[src/design/spad_pkg.sv]
`timescale 1ns / 1ps
// Package for the star pair angular distance block: types, fixed-point constants and tables.
package spad_pkg;

	localparam int FRAC_BITS = 16;
	localparam int CORDIC_STAGES_DFLT = 20;

	localparam int RA_W = 25;
	localparam int DEC_W = 24;
	localparam int ID_W = 16;
	localparam int CFG_W = 24;
	localparam int CFG_IDX_W = 2;

	localparam logic [CFG_IDX_W-1:0] CFG_BAND_HALF = 2'd0;
	localparam logic [CFG_IDX_W-1:0] CFG_MIN_ANGLE = 2'd1;
	localparam logic [CFG_IDX_W-1:0] CFG_MAX_ANGLE = 2'd2;

	localparam logic [CFG_W-1:0] BAND_RST = CFG_W'(18 << FRAC_BITS);
	localparam logic [CFG_W-1:0] MIN_RST = CFG_W'(((1 << FRAC_BITS) + 500) / 1000);
	localparam logic [CFG_W-1:0] MAX_RST = CFG_W'(20 << FRAC_BITS);

	// Working angle in degrees, wide enough for a right ascension and a declination.
	localparam int DEG_W = 26;
	localparam logic signed [DEG_W-1:0] FULL_TURN = DEG_W'(360 << FRAC_BITS);
	localparam logic signed [DEG_W-1:0] HALF_TURN = DEG_W'(180 << FRAC_BITS);
	localparam logic signed [DEG_W-1:0] QUARTER_TURN = DEG_W'(90 << FRAC_BITS);

	// Magnitude of a folded angle and its quotient by 45.
	localparam int MAG_W = 23;
	localparam int U_W = 18;
	localparam int DIV45_SHIFT = 30;
	localparam int DIV45_W = 25;
	localparam logic [DIV45_W-1:0] DIV45_MUL = DIV45_W'(((64'd1 << DIV45_SHIFT) + 64'd44) / 64'd45);

	localparam longint ATAN1 = 64'sd843314857;
	localparam longint HALF_ATAN1 = ATAN1 / 2;
	localparam longint FOUR_ATAN1 = ATAN1 * 4;
	localparam longint Q30_ONE = 64'sd1 << 30;
	localparam longint CORDIC_GAIN = 64'sd652032874;

	// CORDIC datapath widths.
	localparam int CW = 33;
	localparam int VW = 34;
	localparam int DOT_W = 32;

	localparam logic [29:0] ATAN_TAB [32] = '{
		30'd843314857, 30'd497837829, 30'd263043837, 30'd133525159, 30'd67021687,
		30'd33543516, 30'd16775851, 30'd8388437, 30'd4194283, 30'd2097149,
		30'd1048576, 30'd524288, 30'd262144, 30'd131072, 30'd65536, 30'd32768,
		30'd16384, 30'd8192, 30'd4096, 30'd2048, 30'd1024, 30'd512, 30'd256,
		30'd128, 30'd64, 30'd32, 30'd16, 30'd8, 30'd4, 30'd2, 30'd1, 30'd0
	};

	// Rounded share of the degree-to-radian conversion for a remainder modulo 45.
	function automatic logic [44:0][29:0] conv_tab();
		logic [44:0][29:0] t;
		longint e;
		for (int v = 0; v < 45; v++) begin
			e = (longint'(v) * ATAN1 + ((longint'(45) << FRAC_BITS) / 2)) / 45;
			t[v] = 30'(e);
		end
		return t;
	endfunction

	localparam logic [44:0][29:0] CONV_TAB = conv_tab();

	// Square root of 2^60 - dot^2.
	localparam int SQ_IN_W = 61;
	localparam int ROOT_W = 31;
	localparam int SQ_T_W = 63;

	// Radians in Q30 to degrees: reciprocal estimate, then correction.
	localparam longint SEP_MUL = longint'(45) << FRAC_BITS;
	localparam int SEP_SHIFT = 40;
	localparam logic [63:0] SEP_RECIP = (64'(SEP_MUL) << SEP_SHIFT) / 64'(ATAN1);
	localparam int EST_W = 25;
	localparam int NUM_W = 55;
	localparam int ANG_W = 32;

	typedef struct packed {
		logic [RA_W-1:0] ref_ra;
		logic signed [DEC_W-1:0] ref_dec;
		logic [RA_W-1:0] cand_ra;
		logic signed [DEC_W-1:0] cand_dec;
		logic [ID_W-1:0] cand_id;
	} pair_t;

	typedef struct packed {
		logic [ID_W-1:0] star_id;
		logic in_band;
		logic [CFG_W-1:0] separation;
		logic accepted;
	} result_t;

	typedef struct packed {
		logic signed [CW-1:0] cosv;
		logic signed [CW-1:0] sinv;
	} sincos_t;

	typedef struct packed {
		logic vld;
		logic [ID_W-1:0] id;
		logic in_band;
	} meta_t;

endpackage

[src/design/spad_isqrt.sv]
`timescale 1ns / 1ps
// Pipelined floor square root, one result bit per stage.
module spad_isqrt import spad_pkg::*; (
	input logic clk,
	input logic en,
	input logic [SQ_IN_W-1:0] v,
	output logic [ROOT_W-1:0] root
);

	logic [SQ_IN_W-1:0] rem_s [0:ROOT_W-1];
	logic [ROOT_W-1:0] r_s [0:ROOT_W-1];

	for (genvar j = 0; j < ROOT_W; j++) begin : g_bit
		localparam int B = ROOT_W - 1 - j;
		logic [SQ_IN_W-1:0] rem_in;
		logic [ROOT_W-1:0] r_in;
		logic [SQ_T_W-1:0] trial;
		logic ge;

		if (j == 0) begin : g_first
			assign rem_in = v;
			assign r_in = '0;
		end else begin : g_next
			assign rem_in = rem_s[j-1];
			assign r_in = r_s[j-1];
		end

		assign trial = (SQ_T_W'(r_in) << (B + 1)) + (SQ_T_W'(1) << (2 * B));
		assign ge = SQ_T_W'(rem_in) >= trial;

		always_ff @(posedge clk) begin
			if (en) begin
				rem_s[j] <= ge ? SQ_IN_W'(SQ_T_W'(rem_in) - trial) : rem_in;
				r_s[j] <= ge ? (r_in | (ROOT_W'(1) << B)) : r_in;
			end
		end
	end

	assign root = r_s[ROOT_W-1];

endmodule

[config.mk]
export PLATFORM = sky130hd
export DESIGN_NAME = spad_isqrt
export DESIGN_NICKNAME = d
export VERILOG_FILES = /design/src/design/spad_pkg.sv /design/src/design/spad_isqrt.sv
export SDC_FILE = /design/constraint.sdc
export NUM_CORES = 2
export LEC_CHECK = 0
export CORE_MARGIN = 2
export CORE_UTILIZATION = 60
export CTS_CLUSTER_DIAMETER = 150
export CTS_CLUSTER_SIZE = 10
export DETAILED_ROUTE_END_ITERATION = 8
export DONT_BUFFER_PORTS = 1
export PLACE_DENSITY = 0.75
export SETUP_SLACK_MARGIN = 0.3
export SLEW_MARGIN = 25
export SYNTH_ARGS = -nofsm -noshare
export SYNTH_HDL_FRONTEND = slang
export SYNTH_SLANG_ARGS = --single-unit
[constraint.sdc]
create_clock -name clk -period 4.1 [get_ports clk]
set_input_delay 1.23 -clock clk [delete_from_list [all_inputs] [get_ports clk]]
set_output_delay 1.23 -clock clk [all_outputs]
set_load 0.005 [all_outputs]
After elaboration in Yosys (flattened, before gate mapping)
Memory sizes are Yosys's and may differ from the RTL's.
Cells that the tools add are included.
{ "totals": {"reg_bits": 0, "mem_bits_rw": 2852, "input_bits": 63, "out_inout_bits": 31, "word_cells": 158, "memories": 2} }
{ "classes": {"addsub": 61, "order_cmp": 31, "n_mux": 64} }
{ "mem_list": {"columns": ["name", "depth", "width", "rd", "rd_clocked_by_memory_dff", "write_ports", "line", "rtl"], "rows": [
  ["rem_s", 31, 61, 30, 0, 31, "spad_isqrt.sv:10", "logic [SQ_IN_W-1:0] rem_s [0:ROOT_W-1];"],
  ["r_s", 31, 31, 31, 0, 31, "spad_isqrt.sv:11", "logic [ROOT_W-1:0] r_s [0:ROOT_W-1];"]
]} }
{ "op_table": {"columns": ["operator", "n"], "rows": [
  ["61-bit two-way mux", 31],
  ["61-bit subtractor", 2],
  ["61-bit by 59-bit adder with 62-bit output (second input constant)", 1],
  ["61-bit by 62-bit greater-or-equal comparator with 1-bit output", 1],
  ["60-bit by 57-bit adder with 61-bit output (second input constant)", 1],
  ["61-bit by 33-bit greater-or-equal comparator with 1-bit output", 1],
  ["61-bit by 34-bit greater-or-equal comparator with 1-bit output", 1],
  ["61-bit by 35-bit greater-or-equal comparator with 1-bit output", 1],
  ["61-bit by 36-bit greater-or-equal comparator with 1-bit output", 1],
  ["61-bit by 37-bit greater-or-equal comparator with 1-bit output", 1],
  ["61-bit by 38-bit greater-or-equal comparator with 1-bit output", 1],
  ["61-bit by 39-bit greater-or-equal comparator with 1-bit output", 1],
  ["61-bit by 40-bit greater-or-equal comparator with 1-bit output", 1],
  ["61-bit by 41-bit greater-or-equal comparator with 1-bit output", 1],
  ["61-bit by 42-bit greater-or-equal comparator with 1-bit output", 1],
  ["61-bit by 43-bit greater-or-equal comparator with 1-bit output", 1],
  ["61-bit by 44-bit greater-or-equal comparator with 1-bit output", 1],
  ["61-bit by 45-bit greater-or-equal comparator with 1-bit output", 1],
  ["61-bit by 46-bit greater-or-equal comparator with 1-bit output", 1],
  ["61-bit by 47-bit greater-or-equal comparator with 1-bit output", 1],
  ["61-bit by 48-bit greater-or-equal comparator with 1-bit output", 1],
  ["61-bit by 49-bit greater-or-equal comparator with 1-bit output", 1],
  ["61-bit by 50-bit greater-or-equal comparator with 1-bit output", 1],
  ["61-bit by 51-bit greater-or-equal comparator with 1-bit output", 1],
  ["other kinds (99)", 101]
]} }

Depth between registers and ports, before layout
An unclocked memory read counts as a cell.
{ "depth": {"depth_word": 4, "mapped_depth": 14, "ltp_nobuf": 12} }

Worst setup path before layout
OpenSTA, ideal clock, no wires.
{ "synth_path": {"path_kind": "register -> register", "start": "memory rem_s[24][16], in the netlist rem_s[12][16]", "end": "memory rem_s[25][25], in the netlist rem_s[12][86], data pin", "setup_time_ns": 0.270, "arrival_time_ns": 3.114, "t_required_ns": 3.830, "path_slack_ns": 0.716, "stages_incl_launch_ff": 13, "path_buffers": 4, "period_less_slack_ns": 3.384, "cell_sequence": "edfxtp_1 -> ha_1 -> clkbuf_1 -> nand3_1 -> o21ai_1 -> a311oi_1 -> a211oi_1 -> a31oi_1 -> o41ai_1 -> clkbuf_1 -> clkbuf_1 -> buf_1 -> a21oi_1"} }
{ "synth_rtl": {"columns": ["element", "line"], "rows": [
  ["start, declared", "spad_isqrt.sv:10"]
]} }

==> run_results.csv <==
group,metric,value,unit
min_path,hold_path_end,"rem_s[0][31]",
clock_tree,clock_insertion_delay_worst_skew,0.94,ns
worst_setup_path,critical_path.reg2reg.endpoint,"rem_s[14][83]",
logic_synthesis,synth_top_cell_area_share,62.33,%
sta,final-setup-viol-count,0,
finish,drive_above_1_share,7.394,%
finish,post_layout_nonfiller_instances,11690,
worst_setup_path,timing.critical_path.from_type,"flop",
grt,grt_pass1_wl,412.6,mm
clock_tree,cts_num_sinks,2326,
routing,postRouteWirelength,270.2,mm
min_path,hold_start,"v[31]",
clock_tree,clk_root_buffer_cell,"sky130_fd_sc_hd__clkbuf_16",
finish,syn2layout_area_growth,10.54,%
routing,detail_route.wl_per_cell,23.11,um
grt,first_global_vias,70230,
placement,placed_cells,11360,
logic_synthesis,synth_edf_count,2326,
clock_tree,clk_pin_slew_worst_paths,0.06,ns
logic_synthesis,post-synth-top-area-cell,"sky130_fd_sc_hd__edfxtp_1",
routing,drt.antenna.violating_nets,0,
sta,timing.slew.headroom,33.74,%
sta,worst_hold_slack,0.3861,ns
sta,min_period_over_period,91.06,%
logic_synthesis,ys.warnings.count,0,
placement,routabilityCongestion,0.9315,
worst_setup_path,critPathKind,"reg -> reg",
die,floorplan.die_area,190200,sq um
worst_setup_path,critical_path.endpoint_type,"flop",
worst_setup_path,worstPathMaxFanout,5,
sta,period_needed,3.733,ns
die,die_w,436.2,um
die,dieHeight,436.2,um
logic_synthesis,synthFlopType,"sky130_fd_sc_hd__edfxtp_1",
grt,gr-usage-met1,40.56,%
grt,grt_start_max_net_pins,191,
power_and_ir_drop,p_leak,46.61,nW
logic_synthesis,synthDistinctLibCells,91,
power_and_ir_drop,ir_worst_vdd,0.0004648,V
routing,drt-initial-drc-count,7872,
sta,hold_violation_count_in_the_final_report,0,
sta,timing.setup.tns,0,ns
placement,io_buffers,0,
clock_tree,cts_buffer_depth,4,
sta,fmax,0.2679,GHz
routing,first_pass_iters,8,
clock_tree,numCtsBuffers,282,
logic_synthesis,synth_sequential_area_ratio,62.33,%
worst_setup_path,required,4.69,ns
placement,hpwl,191.7,mm
sta,transition_at_the_pin_with_the_smallest_max_transition_slack,0.9688,ns
worst_setup_path,rrSetupSlack,0.37,ns
die,rows,158,
sta,worst_slack,0.3666,ns
routing,avgViaCountPerCell,6.246,
die,floorplan.core_area,185400,sq um
status,outcome,"complete, no violations",
sta,maxSlewViolCount,0,
sta,rsz0062_at_grt,"yes",
worst_setup_path,arrival,4.32,ns
logic_synthesis,syn-instance-count,8963,
power_and_ir_drop,power-per-cell-area,564.1,nW/um^2
finish,nNetsFinal,9787,
logic_synthesis,synth.net_count,9550,
logic_synthesis,postSynth.asyncResetShare,0,%
die,initial_util,60.43,%
logic_synthesis,count_of_state_elements_after_synthesis,2326,
run,max_cap_violations,0,
min_path,holdCritPathClass,"in -> reg",
placement,preCtsSetupSlack,-2.812,ns
min_path,min_delay_path_depth,0,
clock_tree,tritoncts,"done",
sta,worst_clock_skew,0.1091,ns
grt,global_route.usage.met2,44.94,%
routing,via_count,73030,
grt,grt.total_usage,27.94,%
grt,antenna_found_initial,12,
logic_synthesis,syn_avg_cell_area,12.50,sq um
worst_setup_path,r2r-start,"rem_s[14][48]",
logic_synthesis,synth_area_leaders,"sky130_fd_sc_hd__edfxtp_1 62%, sky130_fd_sc_hd__ha_1 5.8%, sky130_fd_sc_hd__xnor2_1 3.3%, sky130_fd_sc_hd__a21oi_1 3.0%, sky130_fd_sc_hd__xor2_1 2.9%",
logic_synthesis,mappedNetlistArea,112100,sq um
grt,grt.met3_usage,3.708,%
grt,global_route.peak_usage_layer,"met2",
routing,drc,0,
worst_setup_path,number_of_cells_on_the_worst_reg_to_reg_path,9,
grt,grt-ovfl-total,0,
die,boundaryPins,94,
clock_tree,htree_num_levels,5,
cell families (layout without fill, tap and decap cells):
family / after synthesis / after routing / synth area share (%)
XOR/XNOR: 793 / 793 / 6.198
adder cells (fa/ha/maj): 524 / 524 / 5.858
AND/OR/NAND/NOR: 2629 / 2629 / 12.10
multiplexers: 112 / 112 / 1.117
flip-flops: 2326 / 2326 / 62.33
other: 1 / 3 / 0.003346
AO/OA/AOI/OAI: 1719 / 1719 / 9.500
buffers and inverters: 859 / 1106 / 2.897
per-stage QoR:
| stage | area, sq um | util, % | power (W) |
|---|---|---|---|
| 4_1_cts | 123400 | 66.57 | 0.06987 |
| 3_3_place_gp | 115600 | 62.33 | 0.04828 |
| 5_1_grt | 123900 | 66.80 | 0.07300 |
| 2_1_floorplan | 112100 | - | 0.04329 |
| 3_5_place_dp | 115700 | 62.39 | 0.04857 |
| 6_report | 123900 | 66.80 | 0.06987 |
layer usage:
metal | up-vias | wire (um)
li1 | 33950 | -
met1 | 35860 | 118700
met5 | - | 25
met2 | 2756 | 127500
met3 | 465 | 17850
met4 | 4 | 6104
cells in the final DEF, fill, tap and decap left out, drive strengths merged, types with 49 or more instances in the layout:
master,n
a211oi,49
o21ai,336
nand3,171
edfxtp,2326
o31ai,52
xor2,369
nand2b,104
nor2b,73
nor4,301
o21a,95
clkbuf,288
buf,144
or4,83
or3,88
mux2,104
nor2,654
a21oi,669
inv,660
a21o,175
a31oi,49
nand4,152
nor3,255
nand2,486
ha,523
xnor2,424
cell usage after synthesis, types with 83 or more instances:
cell and count:
sky130_fd_sc_hd__a21o_1 175, sky130_fd_sc_hd__a21oi_1 667, sky130_fd_sc_hd__clkbuf_1 181, sky130_fd_sc_hd__edfxtp_1 2326
sky130_fd_sc_hd__ha_1 523, sky130_fd_sc_hd__inv_1 651, sky130_fd_sc_hd__mux2_2 102, sky130_fd_sc_hd__nand2_1 486
sky130_fd_sc_hd__nand2b_1 104, sky130_fd_sc_hd__nand3_1 171, sky130_fd_sc_hd__nand4_1 152, sky130_fd_sc_hd__nor2_1 654
sky130_fd_sc_hd__nor3_1 252, sky130_fd_sc_hd__nor4_1 299, sky130_fd_sc_hd__o21a_1 95, sky130_fd_sc_hd__o21ai_0 324
sky130_fd_sc_hd__or3_1 88, sky130_fd_sc_hd__or4_1 83, sky130_fd_sc_hd__xnor2_1 424, sky130_fd_sc_hd__xor2_1 369
power by group:
part / internal, W / switching (W) / leakage (nW) / total (W)
logic: 0.00651 / 0.00923 / 20.6 / 0.0157
registers: 0.0303 / 0.00264 / 22.4 / 0.0330
clock network: 0.0123 / 0.00884 / 3.58 / 0.0211
worst max-delay path by stage:
stage	startpoint	end	slack, ns	cells after the start
floorplan	rem_s[12][16]	rem_s[12][86]	0.72	12
global placement	en	r_s[1][451]	-2.77	6
detailed placement	en	r_s[1][452]	-2.81	7
CTS	rem_s[12][18]	rem_s[12][105]	0.28	10
global route	r_s[1][203]	rem_s[11][113]	0.28	11
finish	rem_s[14][48]	rem_s[14][83]	0.37	9
state kept, by name, indices dropped and copies added (netlist names):
signal	cells
r_s	496
rem_s	1830
timing repair:
action | 4_1_cts | 5_1_grt
hold buffers | 0 | 0
gates resized for setup | 9 | 44
endpoints found under the setup margin | 767 | 344
pin swaps | 2 | 12
cloned | 13 | 2
buffers inserted | 3 | 16
critical path, cell delays in order (launching register included):
cell and delay, ns:
sky130_fd_sc_hd__edfxtp_1 0.46, sky130_fd_sc_hd__or3_1 0.44, sky130_fd_sc_hd__or4_4 0.55, sky130_fd_sc_hd__or4_1 0.58, sky130_fd_sc_hd__or3_1 0.36, sky130_fd_sc_hd__a31o_1 0.22, sky130_fd_sc_hd__a21oi_4 0.19, sky130_fd_sc_hd__inv_2 0.12
sky130_fd_sc_hd__buf_4 0.18, sky130_fd_sc_hd__mux2_1 0.33
area by class of cell:
cell class | count | area [sq um]
inverter | 654 | 2455
clock buffer | 286 | 7157
tap | 2480 | 3103
antenna | 2 | 5.005
timing repair buffer | 158 | 1884
sequential | 2326 | 69850
clock inverter | 8 | 112.6
fill | 13320 | 61570
multi-input combinational | 5778 | 39300
Power figures use the tool's default switching activity.
